[config.mk]
export PLATFORM = sky130hd
export DESIGN_NAME = tcw_cmd_fifo
export DESIGN_NICKNAME = d
export VERILOG_FILES = /design/src/design/tcw_pkg.sv /design/src/design/tcw_cmd_fifo.sv
export SDC_FILE = /design/constraint.sdc
export NUM_CORES = 1
export LEC_CHECK = 0
export BUFFER_PORTS_ARGS = -buffer_cell sky130_fd_sc_hd__buf_4
export CORE_MARGIN = 1
export CORE_UTILIZATION = 51
export CTS_CLUSTER_DIAMETER = 30
export DETAILED_ROUTE_END_ITERATION = 10
export PLACE_DENSITY = 0.72
export REMOVE_ABC_BUFFERS = 1
export SLEW_MARGIN = 20
export SYNTH_ARGS = -nofsm -noshare
export SYNTH_HDL_FRONTEND = slang
export SYNTH_SLANG_ARGS = --single-unit
export TNS_END_PERCENT = 20
[constraint.sdc]
create_clock -name clk -period 2.01 [get_ports clk]
set_input_delay 0.402 -clock clk [delete_from_list [all_inputs] [get_ports clk]]
set_output_delay 0.402 -clock clk [all_outputs]
set_load 0.1 [all_outputs]
[src/design/tcw_pkg.sv]
// Package for the text console writer: geometry constants, action and
// command codes, and the packed transfer types shared by all modules.
// No dependencies.
`default_nettype none
package tcw_pkg;

	localparam int COLS       = 80;
	localparam int LINES      = 25;
	localparam int CELLS      = COLS * LINES;
	localparam int ADDR_W     = $clog2(CELLS);
	localparam int COL_W      = 7;
	localparam int ROW_W      = 5;
	localparam int FIFO_DEPTH = 4;
	localparam int FIFO_PTR_W = $clog2(FIFO_DEPTH);

	localparam logic [7:0] NEWLINE_CODE = 8'd10;

	typedef logic [ADDR_W-1:0] addr_t;

	typedef enum logic [2:0] {
		ACT_PRINT  = 3'd0,
		ACT_SETCUR = 3'd1,
		ACT_CLEAR  = 3'd2,
		ACT_WRITE  = 3'd3,
		ACT_READ   = 3'd4
	} action_t;

	typedef enum logic [2:0] {
		CMD_PRINT   = 3'd0,
		CMD_NEWLINE = 3'd1,
		CMD_SETCUR  = 3'd2,
		CMD_CLEAR   = 3'd3,
		CMD_WRITE   = 3'd4,
		CMD_READ    = 3'd5,
		CMD_IGNORE  = 3'd6
	} cmd_op_t;

	typedef struct packed {
		logic [2:0]       action;
		logic [7:0]       character;
		logic [7:0]       attrib;
		logic [COL_W-1:0] col;
		logic [ROW_W-1:0] row;
	} item_t;

	typedef struct packed {
		logic [COL_W-1:0] cursor_col;
		logic [ROW_W-1:0] cursor_row;
		logic [7:0]       read_char;
		logic [7:0]       read_attr;
		logic             scrolled;
		logic             ignored;
	} result_t;

	typedef struct packed {
		cmd_op_t          op;
		logic [15:0]      cell_data;
		addr_t            addr;
		logic [COL_W-1:0] col;
		logic [ROW_W-1:0] row;
	} cmd_t;

endpackage
`default_nettype wire

[src/design/tcw_cmd_fifo.sv]
// Short command queue between the front and back of the console writer.
// Depends on tcw_pkg.
`default_nettype none
module tcw_cmd_fifo (
	input  wire logic         clk,
	input  wire logic         arst_n,
	input  wire logic         push,
	input  wire tcw_pkg::cmd_t wdata,
	output logic              full,
	input  wire logic         pop,
	output logic              empty,
	output tcw_pkg::cmd_t     rdata
);

	tcw_pkg::cmd_t                     entry_q [tcw_pkg::FIFO_DEPTH];
	logic [tcw_pkg::FIFO_PTR_W-1:0]    wr_ptr_q;
	logic [tcw_pkg::FIFO_PTR_W-1:0]    rd_ptr_q;
	logic [tcw_pkg::FIFO_PTR_W:0]      count_q;
	logic                              do_push;
	logic                              do_pop;

	assign full    = (count_q == (tcw_pkg::FIFO_PTR_W+1)'(tcw_pkg::FIFO_DEPTH));
	assign empty   = (count_q == '0);
	assign do_push = push && !full;
	assign do_pop  = pop && !empty;
	assign rdata   = entry_q[rd_ptr_q];

	always_ff @(posedge clk or negedge arst_n) begin
		if (!arst_n) begin
			wr_ptr_q <= '0;
			rd_ptr_q <= '0;
			count_q  <= '0;
		end else begin
			if (do_push)
				wr_ptr_q <= wr_ptr_q + 1'b1;
			if (do_pop)
				rd_ptr_q <= rd_ptr_q + 1'b1;
			if (do_push && !do_pop)
				count_q <= count_q + 1'b1;
			else if (do_pop && !do_push)
				count_q <= count_q - 1'b1;
		end
	end

	always_ff @(posedge clk) begin
		if (do_push)
			entry_q[wr_ptr_q] <= wdata;
	end

endmodule
`default_nettype wire

==> key figures, run 1 <==
Drt
  – DRT iter0 DRCs: 198
  – Avg Vias per Cell: 5.227
  – DRC errors left: 0
  – Vias: 2922
  – DR pass1 iterations: 4
  – Avg WL per Cell: 19.54 um
  – Post-Route WL: 10.93 mm
  – Post-route ant nets: 0

Clock network
  – # H-tree levels: 4
  – Clk_lat worst skew: 0.42 ns
  – Clock transition at the registers of the reported paths: 0.06 ns
  – CTS Buffer Depth: 2
  – Number of buffers created by CTS: 17
  – Clock Tree Root: clkbuf_16
  – CTS tree: built
  – Clock sinks: 175

Cells and area
  – Fin area: 0.008329 sq mm
  – Register area: 0.005225 sq mm
  – Area Overhead vs Synth: 27.21%
  – Share of cells above drive strength 1: 0.4935
  – Fill cells: 810
  – Multi-input gate area: 0.001185 sq mm
  – Fin nets: 426
  – # diodes: 0
  – Non-filler instance count after layout: 559

Synth
  – Top-area cell type share of the netlist area: 0.7705
  – Synth cell types: 21
  – Area leader, netlist: edfxtp_1
  – Syn Std Cell Area: 0.006548 sq mm
  – Top post-synthesis cells by area: edfxtp_1, mux4_2, dfrtp_1, mux4_1, buf_12
  – Synth Register Bits: 175
  – Post-synthesis sequential area ratio: 0.7972
  – Cells after synthesis: 256
  – Avg Inst Size Synth: 25.58 sq um
  – YS warnings: 0

Floorplan
  – Die area: 0.01330 sq mm
  – Die Y: 115.3 um
  – Initial cell density of the core: 0.5210
  – Core area: 0.01257 sq mm
  – Ports: 90
  – Die W: 115.3 um
  – # rows: 41

Worst setup path
  – Worst-path maximum fanout: 12
  – Element type at the critical path start: flop
  – Critical path required time: 1.61 ns
  – Arr. time, crit path: 1.85 ns
  – CP Class: reg -> out
  – Worst Setup End Kind: output port

Placement
  – RD Place Congestion: 0.7022
  – Post-DP HPWL: 6.974 mm
  – Pre-CTS setup slack: -0.05196 ns
  – Placed Area: 0.007601 sq mm
  – Number of buffers added on ports: 89
  – Placed insts: 526

Hold path
  – Hold Crit Class: in -> reg

STA
  – Min Tclk post-route: 2.251 ns
  – Fmax: 444.2 MHz
  – Final hold vios: 0
  – Worst-margin pin slew: 0.2953 ns
  – Clock skew: 0.004166 ns
  – Worst slew margin: 0.8031
  – RSZ-0062 raised after global routing: yes
  – Slew Limit Fails: 0
  – Finish-stage setup viols: 43
  – Final Cycle Share: 1.120
  – Post-route setup slack: -0.2413 ns

Global routing
  – Vias in the first global route: 3079
  – All-Layer GR Usage: 0.1824
  – Largest net degree at the start of global routing: 31
  – Initial antenna violation count: 0
  – Global-route wire length before repair: 16.58 mm
  – Grt total ovfl: 0

Outcome
  – Failing checks: setup timing
  – Status: finished, violations left

Run
  – # Max-Cap Violations: 0
## what timing repair did
| action | in CTS | in global routing |
|---|---|---|
| setup buffers | 0 | 0 |
| gates resized for setup | 55 | 4 |
| setup endpoints to repair | 44 | 45 |
| hold buffers | 1 | 0 |
| endpoints found under the hold margin | 7 | 0 |
## final cells by class
cell class,count,share of cell area
sequential,175,0.6273
multi-input combinational,66,0.1423
timing repair buffer,110,0.1391
clock buffer,18,0.05152
tap,172,0.02584
clock inverter,14,0.01217
inverter,4,0.001803
## final timing paths
| check | startpoint | to | slack [ns] | cells after the start |
|---|---|---|---|---|
| min in group asynchronous | arst_n | wr_ptr_q[0]$_DFFE_PN0P_ | 0.33 | 2 |
| max | rd_ptr_q[0]$_DFFE_PN0P_ | rdata[24] | -0.24 | 3 |
| min reg2reg | count_q[2]$_DFFE_PN0P_ | count_q[2]$_DFFE_PN0P_ | 0.49 | 1 |
| min | wdata[23] | entry_q[1][23]$_DFFE_PP_ | 0.18 | 1 |
| max in group asynchronous | arst_n | rd_ptr_q[0]$_DFFE_PN0P_ | 1.53 | 2 |
| max reg2reg | count_q[0]$_DFFE_PN0P_ | count_q[2]$_DFFE_PN0P_ | -0.02 | 8 |
## kinds of logic (layout without fill, tap and decap cells)
logic type	Yosys count	in the layout	synth area share
XOR/XNOR	6	6	0.008026
adder cells (fa/ha/maj)	6	6	0.01261
buffers and inverters	15	146	0.02178
flip-flops	175	175	0.7972
multiplexers	44	44	0.1508
AND/OR/NAND/NOR	10	10	0.009553
## routing by layer
layer	global-route usage	vias up	wire [um]	share of wire
met3	0.06378	19	578	0.053
met5	0	-	0	0
met2	0.2858	72	5633	0.52
met4	0.09957	0	255	0.023
met1	0.2242	1515	4458	0.41
li1	-	1316	-	-
## Yosys cell counts
library cell,number
mux4_1,4
inv_1,4
or3_1,1
nand2_1,1
nor2b_1,1
mux2_4,1
nand3_1,1
nor2_1,1
buf_2,5
fa_1,1
buf_6,2
xor2_1,2
and2_1,4
ha_1,5
buf_12,4
edfxtp_1,168
mux4_2,38
mux2_2,1
xnor2_1,4
dfrtp_1,7
nor3b_2,1
## cells in the final DEF (no fill, tap or decap), types with 2 or more instances in the layout
cell type / synthesis / layout
mux4_2: 38 / 42
dfrtp_1: 7 / 5
inv_1: 4 / 3
buf_12: 4 / 12
xnor2_1: 4 / 4
buf_6: 2 / 36
clkinv_2: 0 / 5
and2_2: 0 / 4
edfxtp_1: 168 / 168
clkinv_1: 0 / 4
buf_8: 0 / 6
buf_4: 0 / 55
xor2_1: 2 / 2
clkbuf_16: 0 / 17
clkinvlp_4: 0 / 3
ha_1: 5 / 4
## through the flow
stage / util / TNS [ns] / hold slack [ns]
5_1_grt: 0.6627 / -11.16 / 0.1571
6_report: 0.6627 / -8.799 / 0.1751
3_5_place_dp: 0.6048 / -0.05196 / 0.2237
4_1_cts: 0.6616 / -10.23 / 0.1547
2_1_floorplan: - / -249.14 / 0.1064
3_3_place_gp: 0.6048 / 0 / 0.2238
## critical path: stages (launching register included)
cell and delay (ns):
dfrtp_4 0.49, buf_12 0.18, mux4_2 0.54, buf_6 0.21
## sequential cells by signal (all words and copies together) (netlist names)
signal    count
entry_q     168
count_q       3
rd_ptr_q      2
wr_ptr_q      2
Power of run 1 is left out: the tool's default activity adds up to more than one toggle a clock period on the data nets, which glitch-free logic cannot reach.
==> run 2: changes to the inputs <==
- REMOVE_ABC_BUFFERS: 1 -> unset
==> run 2 against run 1 <==
The flow still finishes with violations (setup timing). Non-clock buffer count did not move. Sequential share of layout area fell by 1.0 points. Final cell count unchanged. Maximum frequency down 0.87%. Sequential cell count stayed put. Largest cell class unchanged.
==> key figures, run 2 (synthesis results as in run 1) <==
Outcome
  – Status: finished, violations left
  – Failing checks: setup timing

Placement
  – RD Place Congestion: 0.6887
  – Placed Area: 0.007612 sq mm
  – Number of buffers added on ports: 89
  – Post-DP HPWL: 6.685 mm
  – Pre-CTS setup slack: -0.03916 ns

Drt
  – Post-Route WL: 10.93 mm
  – Vias: 2938
  – DRC errors left: 0
  – Avg WL per Cell: 19.55 um
  – Avg Vias per Cell: 5.256
  – Post-route ant nets: 0
  – DRT iter0 DRCs: 240
  – DR pass1 iterations: 4

Clock network
  – Clock Tree Root: clkbuf_16
  – Clk_lat worst skew: 0.42 ns
  – Clock sinks: 175
  – CTS tree: built
  – Number of buffers created by CTS: 17
  – Clock transition at the registers of the reported paths: 0.06 ns
  – # H-tree levels: 4
  – CTS Buffer Depth: 2

STA
  – Post-route setup slack: -0.2611 ns
  – Finish-stage setup viols: 42
  – Worst slew margin: 0.8170
  – Final hold vios: 0
  – RSZ-0062 raised after global routing: yes
  – Worst-margin pin slew: 0.2768 ns
  – Min Tclk post-route: 2.271 ns
  – Fmax: 440.3 MHz
  – Final Cycle Share: 1.130
  – Slew Limit Fails: 0
  – Clock skew: 0.007775 ns
  – TNS Setup: -8.988 ns

Floorplan
  – Initial cell density of the core: 0.5210
  – Die W: 115.3 um
  – # rows: 41
  – Ports: 90
  – Die Y: 115.3 um
  – Core area: 0.01257 sq mm
  – Die area: 0.01330 sq mm

Cells and area
  – Fin nets: 426
  – Multi-input gate area: 0.001204 sq mm
  – Most frequent cells in the layout: edfxtp_1, buf_4, mux4_2
  – Fin area: 0.008468 sq mm
  – Commonest non-fill, non-tap cell in the layout: edfxtp_1
  – Fill cells: 818
  – Biggest regs: entry_q: 168 flops, count_q: 3 flops
  – # diodes: 0
  – Register area: 0.005225 sq mm
  – Share of cells above drive strength 1: 0.4987
  – Biggest register: entry_q
  – Area Overhead vs Synth: 29.33%
  – Max reg flops: 168

Worst setup path
  – Worst-path maximum fanout: 5
  – CP Class: reg -> out
  – Worst Setup End Kind: output port
  – Element type at the critical path start: flop
  – Arr. time, crit path: 1.87 ns
  – Critical path required time: 1.61 ns

Run
  – # Max-Cap Violations: 0

Synth
  – Synthesized Nets: 308

Global routing
  – All-Layer GR Usage: 0.1836
  – Vias in the first global route: 3203
  – Largest net degree at the start of global routing: 26
  – Grt total ovfl: 0
  – Global-route wire length before repair: 17.08 mm
  – Initial antenna violation count: 0

Hold path
  – Hold Crit Class: in -> reg
==> run 2: metrics by stage <==
| stage | hold slack, ns | std cells | utilization |
|---|---|---|---|
| 4_1_cts | 0.1626 | 560 | 0.6743 |
| 6_report | 0.1739 | 559 | 0.6738 |
| 2_1_floorplan | 0.1064 | 256 | - |
| 5_1_grt | 0.1607 | 559 | 0.6738 |
| 3_3_place_gp | 0.2227 | 525 | 0.6057 |
| 3_5_place_dp | 0.2226 | 525 | 0.6057 |
==> run 2: timing repair <==
item                       CTS  global route
cloned                       1             0
resized for setup           55             7
buffers inserted             1             0
hold endpoints to repair     7             0
setup endpoints to repair   44            44
hold buffers                 1             0
pin swaps                    0             1
==> run 2: cell type report <==
cell class / count / area share
repair buffers: 110 / 0.1395
multi-input cells: 66 / 0.1421
inverters: 4 / 0.001773
clock inverters: 12 / 0.02261
well taps: 172 / 0.02541
clock buffers: 20 / 0.05157
flip-flops and latches: 175 / 0.6170
==> run 2: per-layer routing <==
layer  global-route usage  wire length (um)  up-vias
li1                     -                 -     1313
met1               0.2268              4520     1518
met2               0.2946              5525       93
met3              0.06589               718       14
met4              0.07965               164        0
met5                    0                 0        -
==> run 2: critical path, cell delays in order, from the launching register on <==
cell	delay, ns
dfrtp_4	0.49
buf_4	0.20
mux4_2	0.55
buf_6	0.21
==> run 2: worst paths after layout <==
| path | startpoint | endpoint | slack, ns | cells past startpoint |
|---|---|---|---|---|
| min in group asynchronous | arst_n | rd_ptr_q[0]$_DFFE_PN0P_ | 0.35 | 2 |
| setup / recovery | rd_ptr_q[0]$_DFFE_PN0P_ | rdata[26] | -0.26 | 3 |
| hold / removal | wdata[8] | entry_q[1][8]$_DFFE_PP_ | 0.17 | 1 |
| hold reg to reg | count_q[2]$_DFFE_PN0P_ | count_q[2]$_DFFE_PN0P_ | 0.53 | 1 |
| max in group asynchronous | arst_n | rd_ptr_q[1]$_DFFE_PN0P_ | 1.52 | 2 |
| setup reg to reg | count_q[1]$_DFFE_PN0P_ | count_q[2]$_DFFE_PN0P_ | 0.04 | 8 |
Power of run 2 is left out for the same reason.
