### src/design/tcw_pkg.sv
// Package for the text console writer: geometry constants, action and
// command codes, and the packed transfer types shared by all modules.
// No dependencies.
`default_nettype none
package tcw_pkg;

	localparam int COLS       = 80;
	localparam int LINES      = 25;
	localparam int CELLS      = COLS * LINES;
	localparam int ADDR_W     = $clog2(CELLS);
	localparam int COL_W      = 7;
	localparam int ROW_W      = 5;
	localparam int FIFO_DEPTH = 4;
	localparam int FIFO_PTR_W = $clog2(FIFO_DEPTH);

	localparam logic [7:0] NEWLINE_CODE = 8'd10;

	typedef logic [ADDR_W-1:0] addr_t;

	typedef enum logic [2:0] {
		ACT_PRINT  = 3'd0,
		ACT_SETCUR = 3'd1,
		ACT_CLEAR  = 3'd2,
		ACT_WRITE  = 3'd3,
		ACT_READ   = 3'd4
	} action_t;

	typedef enum logic [2:0] {
		CMD_PRINT   = 3'd0,
		CMD_NEWLINE = 3'd1,
		CMD_SETCUR  = 3'd2,
		CMD_CLEAR   = 3'd3,
		CMD_WRITE   = 3'd4,
		CMD_READ    = 3'd5,
		CMD_IGNORE  = 3'd6
	} cmd_op_t;

	typedef struct packed {
		logic [2:0]       action;
		logic [7:0]       character;
		logic [7:0]       attrib;
		logic [COL_W-1:0] col;
		logic [ROW_W-1:0] row;
	} item_t;

	typedef struct packed {
		logic [COL_W-1:0] cursor_col;
		logic [ROW_W-1:0] cursor_row;
		logic [7:0]       read_char;
		logic [7:0]       read_attr;
		logic             scrolled;
		logic             ignored;
	} result_t;

	typedef struct packed {
		cmd_op_t          op;
		logic [15:0]      cell_data;
		addr_t            addr;
		logic [COL_W-1:0] col;
		logic [ROW_W-1:0] row;
	} cmd_t;

endpackage
`default_nettype wire

### src/design/tcw_front.sv
// Front end of the console writer: takes input transfers, bounds-checks
// and decodes them into commands for the queue. Depends on tcw_pkg.
`default_nettype none
module tcw_front (
	input  wire tcw_pkg::item_t item,
	input  wire logic         push,
	output logic              full,
	input  wire logic         busy,
	input  wire logic         cmd_full,
	output logic              cmd_push,
	output tcw_pkg::cmd_t     cmd
);

	logic in_bounds;

	assign full      = cmd_full || busy;
	assign cmd_push  = push && !full;
	assign in_bounds = (int'(item.col) < tcw_pkg::COLS) && (int'(item.row) < tcw_pkg::LINES);

	always_comb begin
		cmd.cell_data = {item.attrib, item.character};
		cmd.addr = tcw_pkg::addr_t'(item.row) * tcw_pkg::addr_t'(tcw_pkg::COLS)
			+ tcw_pkg::addr_t'(item.col);
		cmd.col  = item.col;
		cmd.row  = item.row;
		case (item.action)
			tcw_pkg::ACT_PRINT:
				cmd.op = (item.character == tcw_pkg::NEWLINE_CODE) ?
					tcw_pkg::CMD_NEWLINE : tcw_pkg::CMD_PRINT;
			tcw_pkg::ACT_SETCUR:
				cmd.op = in_bounds ? tcw_pkg::CMD_SETCUR : tcw_pkg::CMD_IGNORE;
			tcw_pkg::ACT_CLEAR:
				cmd.op = tcw_pkg::CMD_CLEAR;
			tcw_pkg::ACT_WRITE:
				cmd.op = in_bounds ? tcw_pkg::CMD_WRITE : tcw_pkg::CMD_IGNORE;
			tcw_pkg::ACT_READ:
				cmd.op = in_bounds ? tcw_pkg::CMD_READ : tcw_pkg::CMD_IGNORE;
			default:
				cmd.op = tcw_pkg::CMD_IGNORE;
		endcase
	end

endmodule
`default_nettype wire

### config.mk
export PLATFORM = sky130hd
export DESIGN_NAME = tcw_front
export DESIGN_NICKNAME = d
export VERILOG_FILES = /design/src/design/tcw_pkg.sv /design/src/design/tcw_front.sv
export SDC_FILE = /design/constraint.sdc
export NUM_CORES = 1
export LEC_CHECK = 0
export ABC_AREA = 1
export BUFFER_PORTS_ARGS = -buffer_cell sky130_fd_sc_hd__buf_2
export CORE_ASPECT_RATIO = 0.75
export CORE_MARGIN = 3
export CORE_UTILIZATION = 34
export DETAILED_ROUTE_END_ITERATION = 10
export PLACE_DENSITY = 0.82
export SLEW_MARGIN = 20
export SYNTH_ARGS = -nofsm -noshare
export SYNTH_HDL_FRONTEND = slang
export SYNTH_SLANG_ARGS = --single-unit
### constraint.sdc
create_clock -name vclk -period 2.31
set_input_delay 0.462 -clock vclk [all_inputs]
set_output_delay 0.462 -clock vclk [all_outputs]
set_load 0.02 [all_outputs]
==> flow_summary.json, run 1 <==
{
  "status": "finished with violations",
  "failed_checks": "setup timing",
  "wire_length_of_the_first_global_routing_pass_mm": 2.50,
  "ff_latch_area_um2": 0,
  "min_path_type": "input port to output port",
  "timing.critical_path.required_ns": 1.85,
  "worst_hold_slack_ns": 0.924,
  "pre_cts_ws_ns": -0.301,
  "synth_area_leader_cell": "buf_4",
  "ir_worst_vdd_mv": 0.154,
  "routabilityCongestion": 0.728,
  "dr_wl_cell_um": 10.3,
  "drive_gt1_share_pct": 52.4,
  "fin_tns_setup_ns": -0.250,
  "power.share.switching_pct": 55.0,
  "layout.sequential_cells": 0,
  "route.detailed.drc": 0,
  "synth_cell_types": 18,
  "share_of_yosys_cell_area_claimed_by_the_top_area_cell_type_pct": 32.3,
  "min_delay_src": "item[13]",
  "p_seq_share_pct": 0,
  "non_filler_cell_area_final_um2": 951,
  "totalWireLength_mm": 1.74,
  "synthesized_area_per_cell_um2": 6.19,
  "p_leak_nw": 0.566,
  "synth_top_cells_by_count": "32 x buf_4, 24 x nand2_1, 15 x inv_1",
  "diodes": 0,
  "worst_slew_margin_rel_pct": 82.9,
  "power.net_switching_mw": 0.168,
  "power.share.combinational_pct": 100.0,
  "core_mm2": 0.00189,
  "die_width_um": 60.0,
  "route.vias.total": 733,
  "min_period_over_period_pct": 104,
  "criticalPathCategory": "input port to output port",
  "crit_path_start_kind": "input port",
  "mappedNetlistArea_um2": 743,
  "powerDensity_mw_per_mm2": 322,
  "vias_in_the_first_global_route": 585,
  "number_of_hold_violations_in_the_final_report": 0,
  "synthAdderAreaFrac_pct": 20.5,
  "crit_path_max_fanout": 3,
  "finish.net_count": 194,
  "antenna_found_initial": 0,
  "postCtsHoldBufs": 0,
  "netlist_top_cells_area": "buf_4 32%, ha_1 15%, nand2_1 12%, inv_1 7.6%, nand3_1 6.7%",
  "report.final.setup_viol": 3,
  "grt_start_max_net_pins": 6,
  "post-synth-top-count-cell": "buf_4",
  "placement_rows": 13,
  "synth_nets": 165,
  "synth_simple_gate_area_share_pct": 32.2,
  "global_route.usage.total_pct": 11.4,
  "estimated_wirelength_of_the_detail_placed_design_mm": 1.48,
  "ys_seq_area_share_pct": 0,
  "report.power.total_mw": 0.306,
  "area_growth_syn_to_layout_pct": 27.9,
  "nClkBuffers": 0,
  "fp.dieArea_mm2": 0.00279,
  "top_ports": 78,
  "worstPathArrival_ns": 1.94,
  "synthXorXnorAreaFrac_pct": 3.54,
  "internal_power_component_mw": 0.138,
  "syn_inst": 120,
  "muxShareOfSynthArea_pct": 0,
  "hold-path-endpoint": "cmd[32]",
  "synth_top_family_by_area": "buffers and inverters",
  "setup_ws_ns": -0.0952,
  "final_max_slew_viol_count": 0,
  "type_of_destination_of_the_critical_path": "output port",
  "timing.final.crit_period_ns": 2.41,
  "timing.fmax_mhz": 416,
  "globalRoute.totalOverflow": 0,
  "holdPathStages": 0,
  "area_of_the_multi_input_gates_um2": 495,
  "initial_core_util_pct": 39.4,
  "max_slew.worst_pin.slew_ns": 0.254,
  "port_buffers": 50,
  "synthesis.yosys.warnings": 0,
  "power.clock.fraction_pct": 0,
  "fill_cells": 188,
  "antenna_left": 0,
  "rsz0062_at_grt": "yes",
  "synth_compound_gate_area_share_pct": 1.35,
  "post_drt_via_cell_ratio": 4.34,
  "die_y_um": 46.5,
  "drt_iter0_drc": 33,
  "drt-pass1-iter-count": 6,
  "maxCapViolations": 0,
  "place_area_um2": 843
}
cell families (layout without fill, tap and decap cells):
family                   Yosys count  count (layout)
AO/OA/AOI/OAI                      2               2
XOR/XNOR                           3               3
adder cells (fa/ha/maj)           11              11
buffers and inverters             52              79
AND/OR/NAND/NOR                   52              52
per-layer routing:
metal | routed length (um) | vias to the layer above | track usage (%)
met5 | 0 | - | 0
met4 | 5 | 0 | 1.33
met3 | 113 | 2 | 0.560
met2 | 915 | 22 | 19.0
met1 | 707 | 313 | 16.5
li1 | - | 396 | -
final cells by class:
class / count / share of cell area [%]
Multi-Input combinational cell: 68 / 52.1
Timing Repair Buffer: 59 / 37.0
Inverter: 20 / 8.03
Tap cell: 22 / 2.89
layout by cell type, fill, tap and decap left out, drive strengths merged:
cell     n
nand3b   2
or2      1
xnor2    1
inv     18
ha       9
nand4    3
fa       2
nand2   27
o21ai    2
nor2     8
buf     59
clkinv   2
nand3   11
xor2     2
what timing repair did:
action	CTS	global route
pin swaps	8	2
buffers inserted	0	1
gates resized for setup	19	5
endpoints found under the setup margin	3	4
worst max path at each step:
stage	from	end	slack [ns]	cells past startpoint
2_1_floorplan	item[1]	cmd[21]	-0.05	8
3_3_place_gp	item[1]	cmd[21]	-0.28	10
3_5_place_dp	item[1]	cmd[21]	-0.30	10
4_1_cts	item[3]	cmd[21]	-0.14	10
5_1_grt	item[3]	cmd[22]	-0.16	10
6_report	item[3]	cmd[22]	-0.1	10
metrics by stage:
step           std cells  utilization, %
3_5_place_dp         168            44.7
6_report             169            50.4
4_1_cts              168            49.3
5_1_grt              169            50.4
2_1_floorplan        120               -
3_3_place_gp         168            44.7
critical path, cell delays in order:
cell,delay [ns]
buf_8,0.10
ha_4,0.23
ha_4,0.16
fa_2,0.55
buf_4,0.11
nand3_2,0.06
clkinv_1,0.05
nand2_1,0.04
nand2_1,0.06
buf_6,0.11
power groups by stage:
stage,sequential (mW),clock [mW],combinational (mW)
2_1_floorplan,0,0,0.223
3_3_place_gp,0,0,0.260
3_5_place_dp,0,0,0.263
4_1_cts,0,0,0.294
5_1_grt,0,0,0.337
6_report,0,0,0.306
Note: power is estimated with default switching activity, not from simulation.
==> run 2: changes to the inputs <==
--- a/config.mk
+++ b/config.mk
@@ -11,7 +11,7 @@
 export CORE_MARGIN = 3
 export CORE_UTILIZATION = 34
 export DETAILED_ROUTE_END_ITERATION = 10
-export PLACE_DENSITY = 0.82
+export PLACE_DENSITY_LB_ADDON = 0.12
 export SLEW_MARGIN = 20
 export SYNTH_ARGS = -nofsm -noshare
 export SYNTH_HDL_FRONTEND = slang
==> run 2 against run 1 <==
Net effect: the run still ends with setup timing left; routed wire length increased by 9.9%; global-route usage rose by 0.70 points; via count is 5.0% higher; setup slack lost 0.035 ns; maximum frequency decreased by 1.4%; cell count up 3.6%; power rose by 9.0%; final area up 9.6%; critical path type unchanged; highest routed layer unchanged.
==> flow_summary.json, run 2 (same netlist as run 1, synthesis figures left out) <==
{
  "status": "finished with violations",
  "failed_checks": "setup timing",
  "core_mm2": 0.00189,
  "fp.dieArea_mm2": 0.00279,
  "p_leak_nw": 0.613,
  "min_period_over_period_pct": 106,
  "layout_commonest_cell": "buf_2",
  "worstPathArrival_ns": 1.98,
  "final_max_slew_viol_count": 0,
  "die_y_um": 46.5,
  "worst_slew_margin_rel_pct": 81.4,
  "diodes": 0,
  "antenna_left": 0,
  "postCtsHoldBufs": 0,
  "drt_iter0_drc": 21,
  "route.detailed.drc": 0,
  "nClkBuffers": 0,
  "drive_gt1_share_pct": 57.5,
  "layoutNonFillerInstCount": 175,
  "route.vias.total": 770,
  "crit_path_start_kind": "input port",
  "most-common-layout-cells": "41 x buf_2, 20 x nand2_1, 18 x buf_4, 15 x inv_1, 9 x nand3_1",
  "layout.sequential_cells": 0,
  "area_growth_syn_to_layout_pct": 40.2,
  "die_width_um": 60.0,
  "dr_wl_cell_um": 10.9,
  "min_path_type": "input port to output port",
  "timing.fmax_mhz": 410,
  "area_of_the_multi_input_gates_um2": 531,
  "crit_path_max_fanout": 3,
  "totalWireLength_mm": 1.91,
  "port_buffers": 50,
  "fin_util_pct": 55.2,
  "holdPathStages": 0,
  "placement_rows": 13,
  "criticalPathCategory": "input port to output port",
  "ff_latch_area_um2": 0,
  "setup_ws_ns": -0.130,
  "dpl.cell_count": 172,
  "timing.final.crit_period_ns": 2.44,
  "hold-path-endpoint": "cmd[34]",
  "ir_worst_vdd_mv": 0.275,
  "drt-pass1-iter-count": 4,
  "top_ports": 78,
  "min_delay_src": "item[15]",
  "type_of_destination_of_the_critical_path": "output port",
  "rsz0062_at_grt": "yes",
  "fill_cells": 189,
  "maxCapViolations": 0,
  "post_drt_via_cell_ratio": 4.40,
  "max_slew.worst_pin.slew_ns": 0.277,
  "antenna_found_initial": 0,
  "finish.net_count": 200,
  "globalRoute.totalOverflow": 0,
  "estimated_wirelength_of_the_detail_placed_design_mm": 1.62,
  "number_of_hold_violations_in_the_final_report": 0,
  "grt_start_max_net_pins": 6,
  "initial_core_util_pct": 39.4,
  "wire_length_of_the_first_global_routing_pass_mm": 2.64,
  "timing.critical_path.required_ns": 1.85,
  "routabilityCongestion": 0.744,
  "global_route.usage.total_pct": 12.1,
  "report.final.setup_viol": 3,
  "powerDensity_mw_per_mm2": 320,
  "vias_in_the_first_global_route": 657
}
[run 2: changes by cell type in the layout (fill, tap and decap cells not counted), sizes merged]
| cell | change |
|---|---|
| buf | +5 |
| clkbuf | +1 |
| clkinv | -1 |
| inv | +1 |
[run 2: report_power, final]
part	switching (mW)	internal (mW)	leakage (nW)
Clock	0	0	0
Combinational	0.177	0.156	0.613
Sequential	0	0	0
Total	0.177	0.156	0.613
[run 2: how the worst max path moves through the flow]
stage	slack (ns)	depth (start not counted)	from	endpoint
finish	-0.13	10	item[3]	cmd[21]
CTS	-0.14	10	item[3]	cmd[21]
floorplan	-0.05	8	item[1]	cmd[21]
global route	-0.18	10	item[3]	cmd[21]
global placement	-0.29	10	item[1]	cmd[21]
detailed placement	-0.32	10	item[1]	cmd[21]
[run 2: metrics by stage]
stage | hold WS, ns | area [um2] | setup TNS, ns | power (mW) | worst slack, ns
finish | 0.924 | 1040 | -0.302 | 0.333 | -0.130
global route | 0.924 | 1040 | -0.439 | 0.362 | -0.176
CTS | 0.924 | 965 | -0.273 | 0.307 | -0.143
detailed placement | 0.924 | 873 | -0.832 | 0.274 | -0.319
global placement | 0.924 | 873 | -0.731 | 0.272 | -0.287
floorplan | 1.04 | 746 | -0.0918 | 0.223 | -0.0505
[run 2: what timing repair did]
action	CTS	global route
gates resized for setup	17	15
gates cloned	0	0
buffers inserted	1	2
setup endpoints to repair	3	4
pin swaps	8	6
[run 2: final cells by class]
| type | count | share of cell area [%] |
|---|---|---|
| multi-input cells | 68 | 50.9 |
| repair buffers | 65 | 39.1 |
| inverters | 20 | 7.32 |
| well taps | 22 | 2.64 |
[run 2: layer usage]
metal,share of wire [%],global-route usage [%],up-vias
li1,-,-,409
met4,0.47,1.33,0
met3,8.3,0.840,5
met2,49,22.0,34
met1,42,16.0,322
met5,0,0,-
[run 2: critical path, stage by stage]
cell and delay, ns:
buf_8 0.10, ha_4 0.24, ha_4 0.16, fa_2 0.56, nand2_2 0.06, clkinv_2 0.04, nand4_1 0.06, nand3_1 0.10
nand2_2 0.05, buf_6 0.12
==> run 3: changes to the inputs <==
--- a/config.mk
+++ b/config.mk
@@ -7,11 +7,13 @@
 export LEC_CHECK = 0
 export ABC_AREA = 1
 export BUFFER_PORTS_ARGS = -buffer_cell sky130_fd_sc_hd__buf_2
+export CELL_PAD_IN_SITES_DETAIL_PLACEMENT = 0
+export CELL_PAD_IN_SITES_GLOBAL_PLACEMENT = 1
 export CORE_ASPECT_RATIO = 0.75
 export CORE_MARGIN = 3
-export CORE_UTILIZATION = 34
+export CORE_UTILIZATION = 20
 export DETAILED_ROUTE_END_ITERATION = 10
-export PLACE_DENSITY_LB_ADDON = 0.12
+export PLACE_DENSITY = 0.84
 export SLEW_MARGIN = 20
 export SYNTH_ARGS = -nofsm -noshare
 export SYNTH_HDL_FRONTEND = slang
==> run 3 against run 2 <==
Net effect: the run still ends with setup timing left; critical path depth stayed put; non-clock buffer count shrank 3; hold slack is essentially flat; flip-flop and latch count did not move; largest cell class unchanged; final area decreased by 2.5%; setup slack lost 0.016 ns; combinational power decreased by 5%.
==> flow_summary.json, run 3 (same netlist as run 1, synthesis figures left out) <==
{
  "power.clock.fraction_pct": 0,
  "initial_core_util_pct": 21.7,
  "antenna_left": 0,
  "worst_slew_margin_rel_pct": 84.2,
  "criticalPathCategory": "input port to output port",
  "ff_latch_area_um2": 0,
  "postCtsHoldBufs": 0,
  "fp.dieArea_mm2": 0.00449,
  "finish.net_count": 197,
  "worstPathArrival_ns": 1.99,
  "grt_start_max_net_pins": 6,
  "power.share.combinational_pct": 100.0,
  "timing.final.crit_period_ns": 2.46,
  "holdPathStages": 0,
  "place_area_um2": 901,
  "critical_path.n_buffers_inverters": 3,
  "timing.fmax_mhz": 407,
  "diodes": 0,
  "min_path_type": "input port to output port",
  "power.net_switching_mw": 0.174,
  "antenna_found_initial": 0,
  "crit_path_start_kind": "input port",
  "rsz0062_at_grt": "yes",
  "critical_path_cell_list": "buf_6 > ha_4 > ha_4 > fa_2 > nand2_2 > clkinv_2 > nand4_1 > nand3_1 > nand2_2 > buf_6",
  "p_leak_nw": 0.585,
  "route.detailed.drc": 0,
  "max_slew.worst_pin.slew_ns": 0.235,
  "route.vias.total": 750,
  "p_seq_share_pct": 0,
  "maxCapViolations": 0,
  "drt_iter0_drc": 8,
  "crit_path_max_fanout": 3,
  "powerDensity_mw_per_mm2": 313,
  "worstSetupStartpoint": "item[3]",
  "report.power.total_mw": 0.318,
  "globalRoute.totalOverflow": 0,
  "vias_in_the_first_global_route": 615,
  "top_ports": 78,
  "pre_cts_ws_ns": -0.305,
  "min_delay_src": "item[13]",
  "totalWireLength_mm": 1.88,
  "port_buffers": 50,
  "global_route.usage.total_pct": 7.00,
  "core_mm2": 0.00342,
  "final_max_slew_viol_count": 0,
  "cp.depth": 10,
  "die_y_um": 58.8,
  "timing.critical_path.required_ns": 1.85,
  "type_of_destination_of_the_critical_path": "output port",
  "min_period_over_period_pct": 106,
  "status": "finished with violations",
  "routabilityCongestion": 0.750,
  "cpLargestDelayFamily": "adder cells",
  "cpMaxStageDelayCell": "fa_2",
  "drt-pass1-iter-count": 4,
  "number_of_hold_violations_in_the_final_report": 0,
  "critPathMaxStageDelay_ns": 0.58,
  "dr_wl_cell_um": 9.42,
  "area_growth_syn_to_layout_pct": 36.7,
  "power.share.switching_pct": 54.6,
  "non_filler_cell_area_final_mm2": 0.00102,
  "placement_rows": 18,
  "worst_hold_slack_ns": 0.924,
  "drive_gt1_share_pct": 55.3,
  "post_drt_via_cell_ratio": 3.75,
  "failed_checks": "setup timing",
  "fill_cells": 401,
  "setup_ws_ns": -0.146,
  "most-common-layout-cells": "43 x buf_2, 21 x nand2_1, 14 x inv_1, 14 x buf_4, 10 x nand3_1",
  "wire_length_of_the_first_global_routing_pass_mm": 2.68,
  "layout_commonest_cell": "buf_2",
  "ir_worst_vdd_mv": 0.144,
  "nClkBuffers": 0,
  "report.final.setup_viol": 3,
  "estimated_wirelength_of_the_detail_placed_design_mm": 1.61,
  "die_width_um": 76.4,
  "internal_power_component_mw": 0.145,
  "layout.sequential_cells": 0
}
[run 3: final timing paths]
kind | end | slack [ns]
max | cmd[21] | -0.15
min | cmd[32] | 0.92
[run 3: power groups by stage]
stage	Sequential (mW)	Combinational, mW	Clock (mW)
after floorplan	0	0.223	0
after detailed placement	0	0.272	0
after global placement	0	0.271	0
final	0	0.318	0
after global routing	0	0.350	0
after CTS	0	0.298	0
[run 3: metal layers]
metal / routed length, um / track usage [%] / part of all wire, %
met2: 934 / 11.6 / 50
met1: 845 / 10.4 / 45
met4: 0 / 0 / 0
met5: 0 / 0 / 0
met3: 103 / 0.765 / 5.5
[run 3: area by class of cell]
class,instances,area (um2),area share (%)
Multi-Input combinational cell,68,500,49.3
Tap cell,50,62.6,6.16
Timing Repair Buffer,62,377,37.1
Inverter,20,76.3,7.51
[run 3: timing repair]
item / in CTS / in global routing
hold endpoints to repair: 0 / 0
resized for setup: 14 / 12
endpoints found under the setup margin: 4 / 5
setup buffers: 0 / 1
pin swaps: 8 / 6
[run 3: per-stage QoR]
stage | TNS, ns | std cells | util (%)
after CTS | -0.364 | 199 | 28.2
after global routing | -0.475 | 200 | 29.7
final | -0.295 | 200 | 29.7
after detailed placement | -0.746 | 199 | 26.3
after floorplan | -0.0918 | 120 | -
after global placement | -0.688 | 199 | 26.3
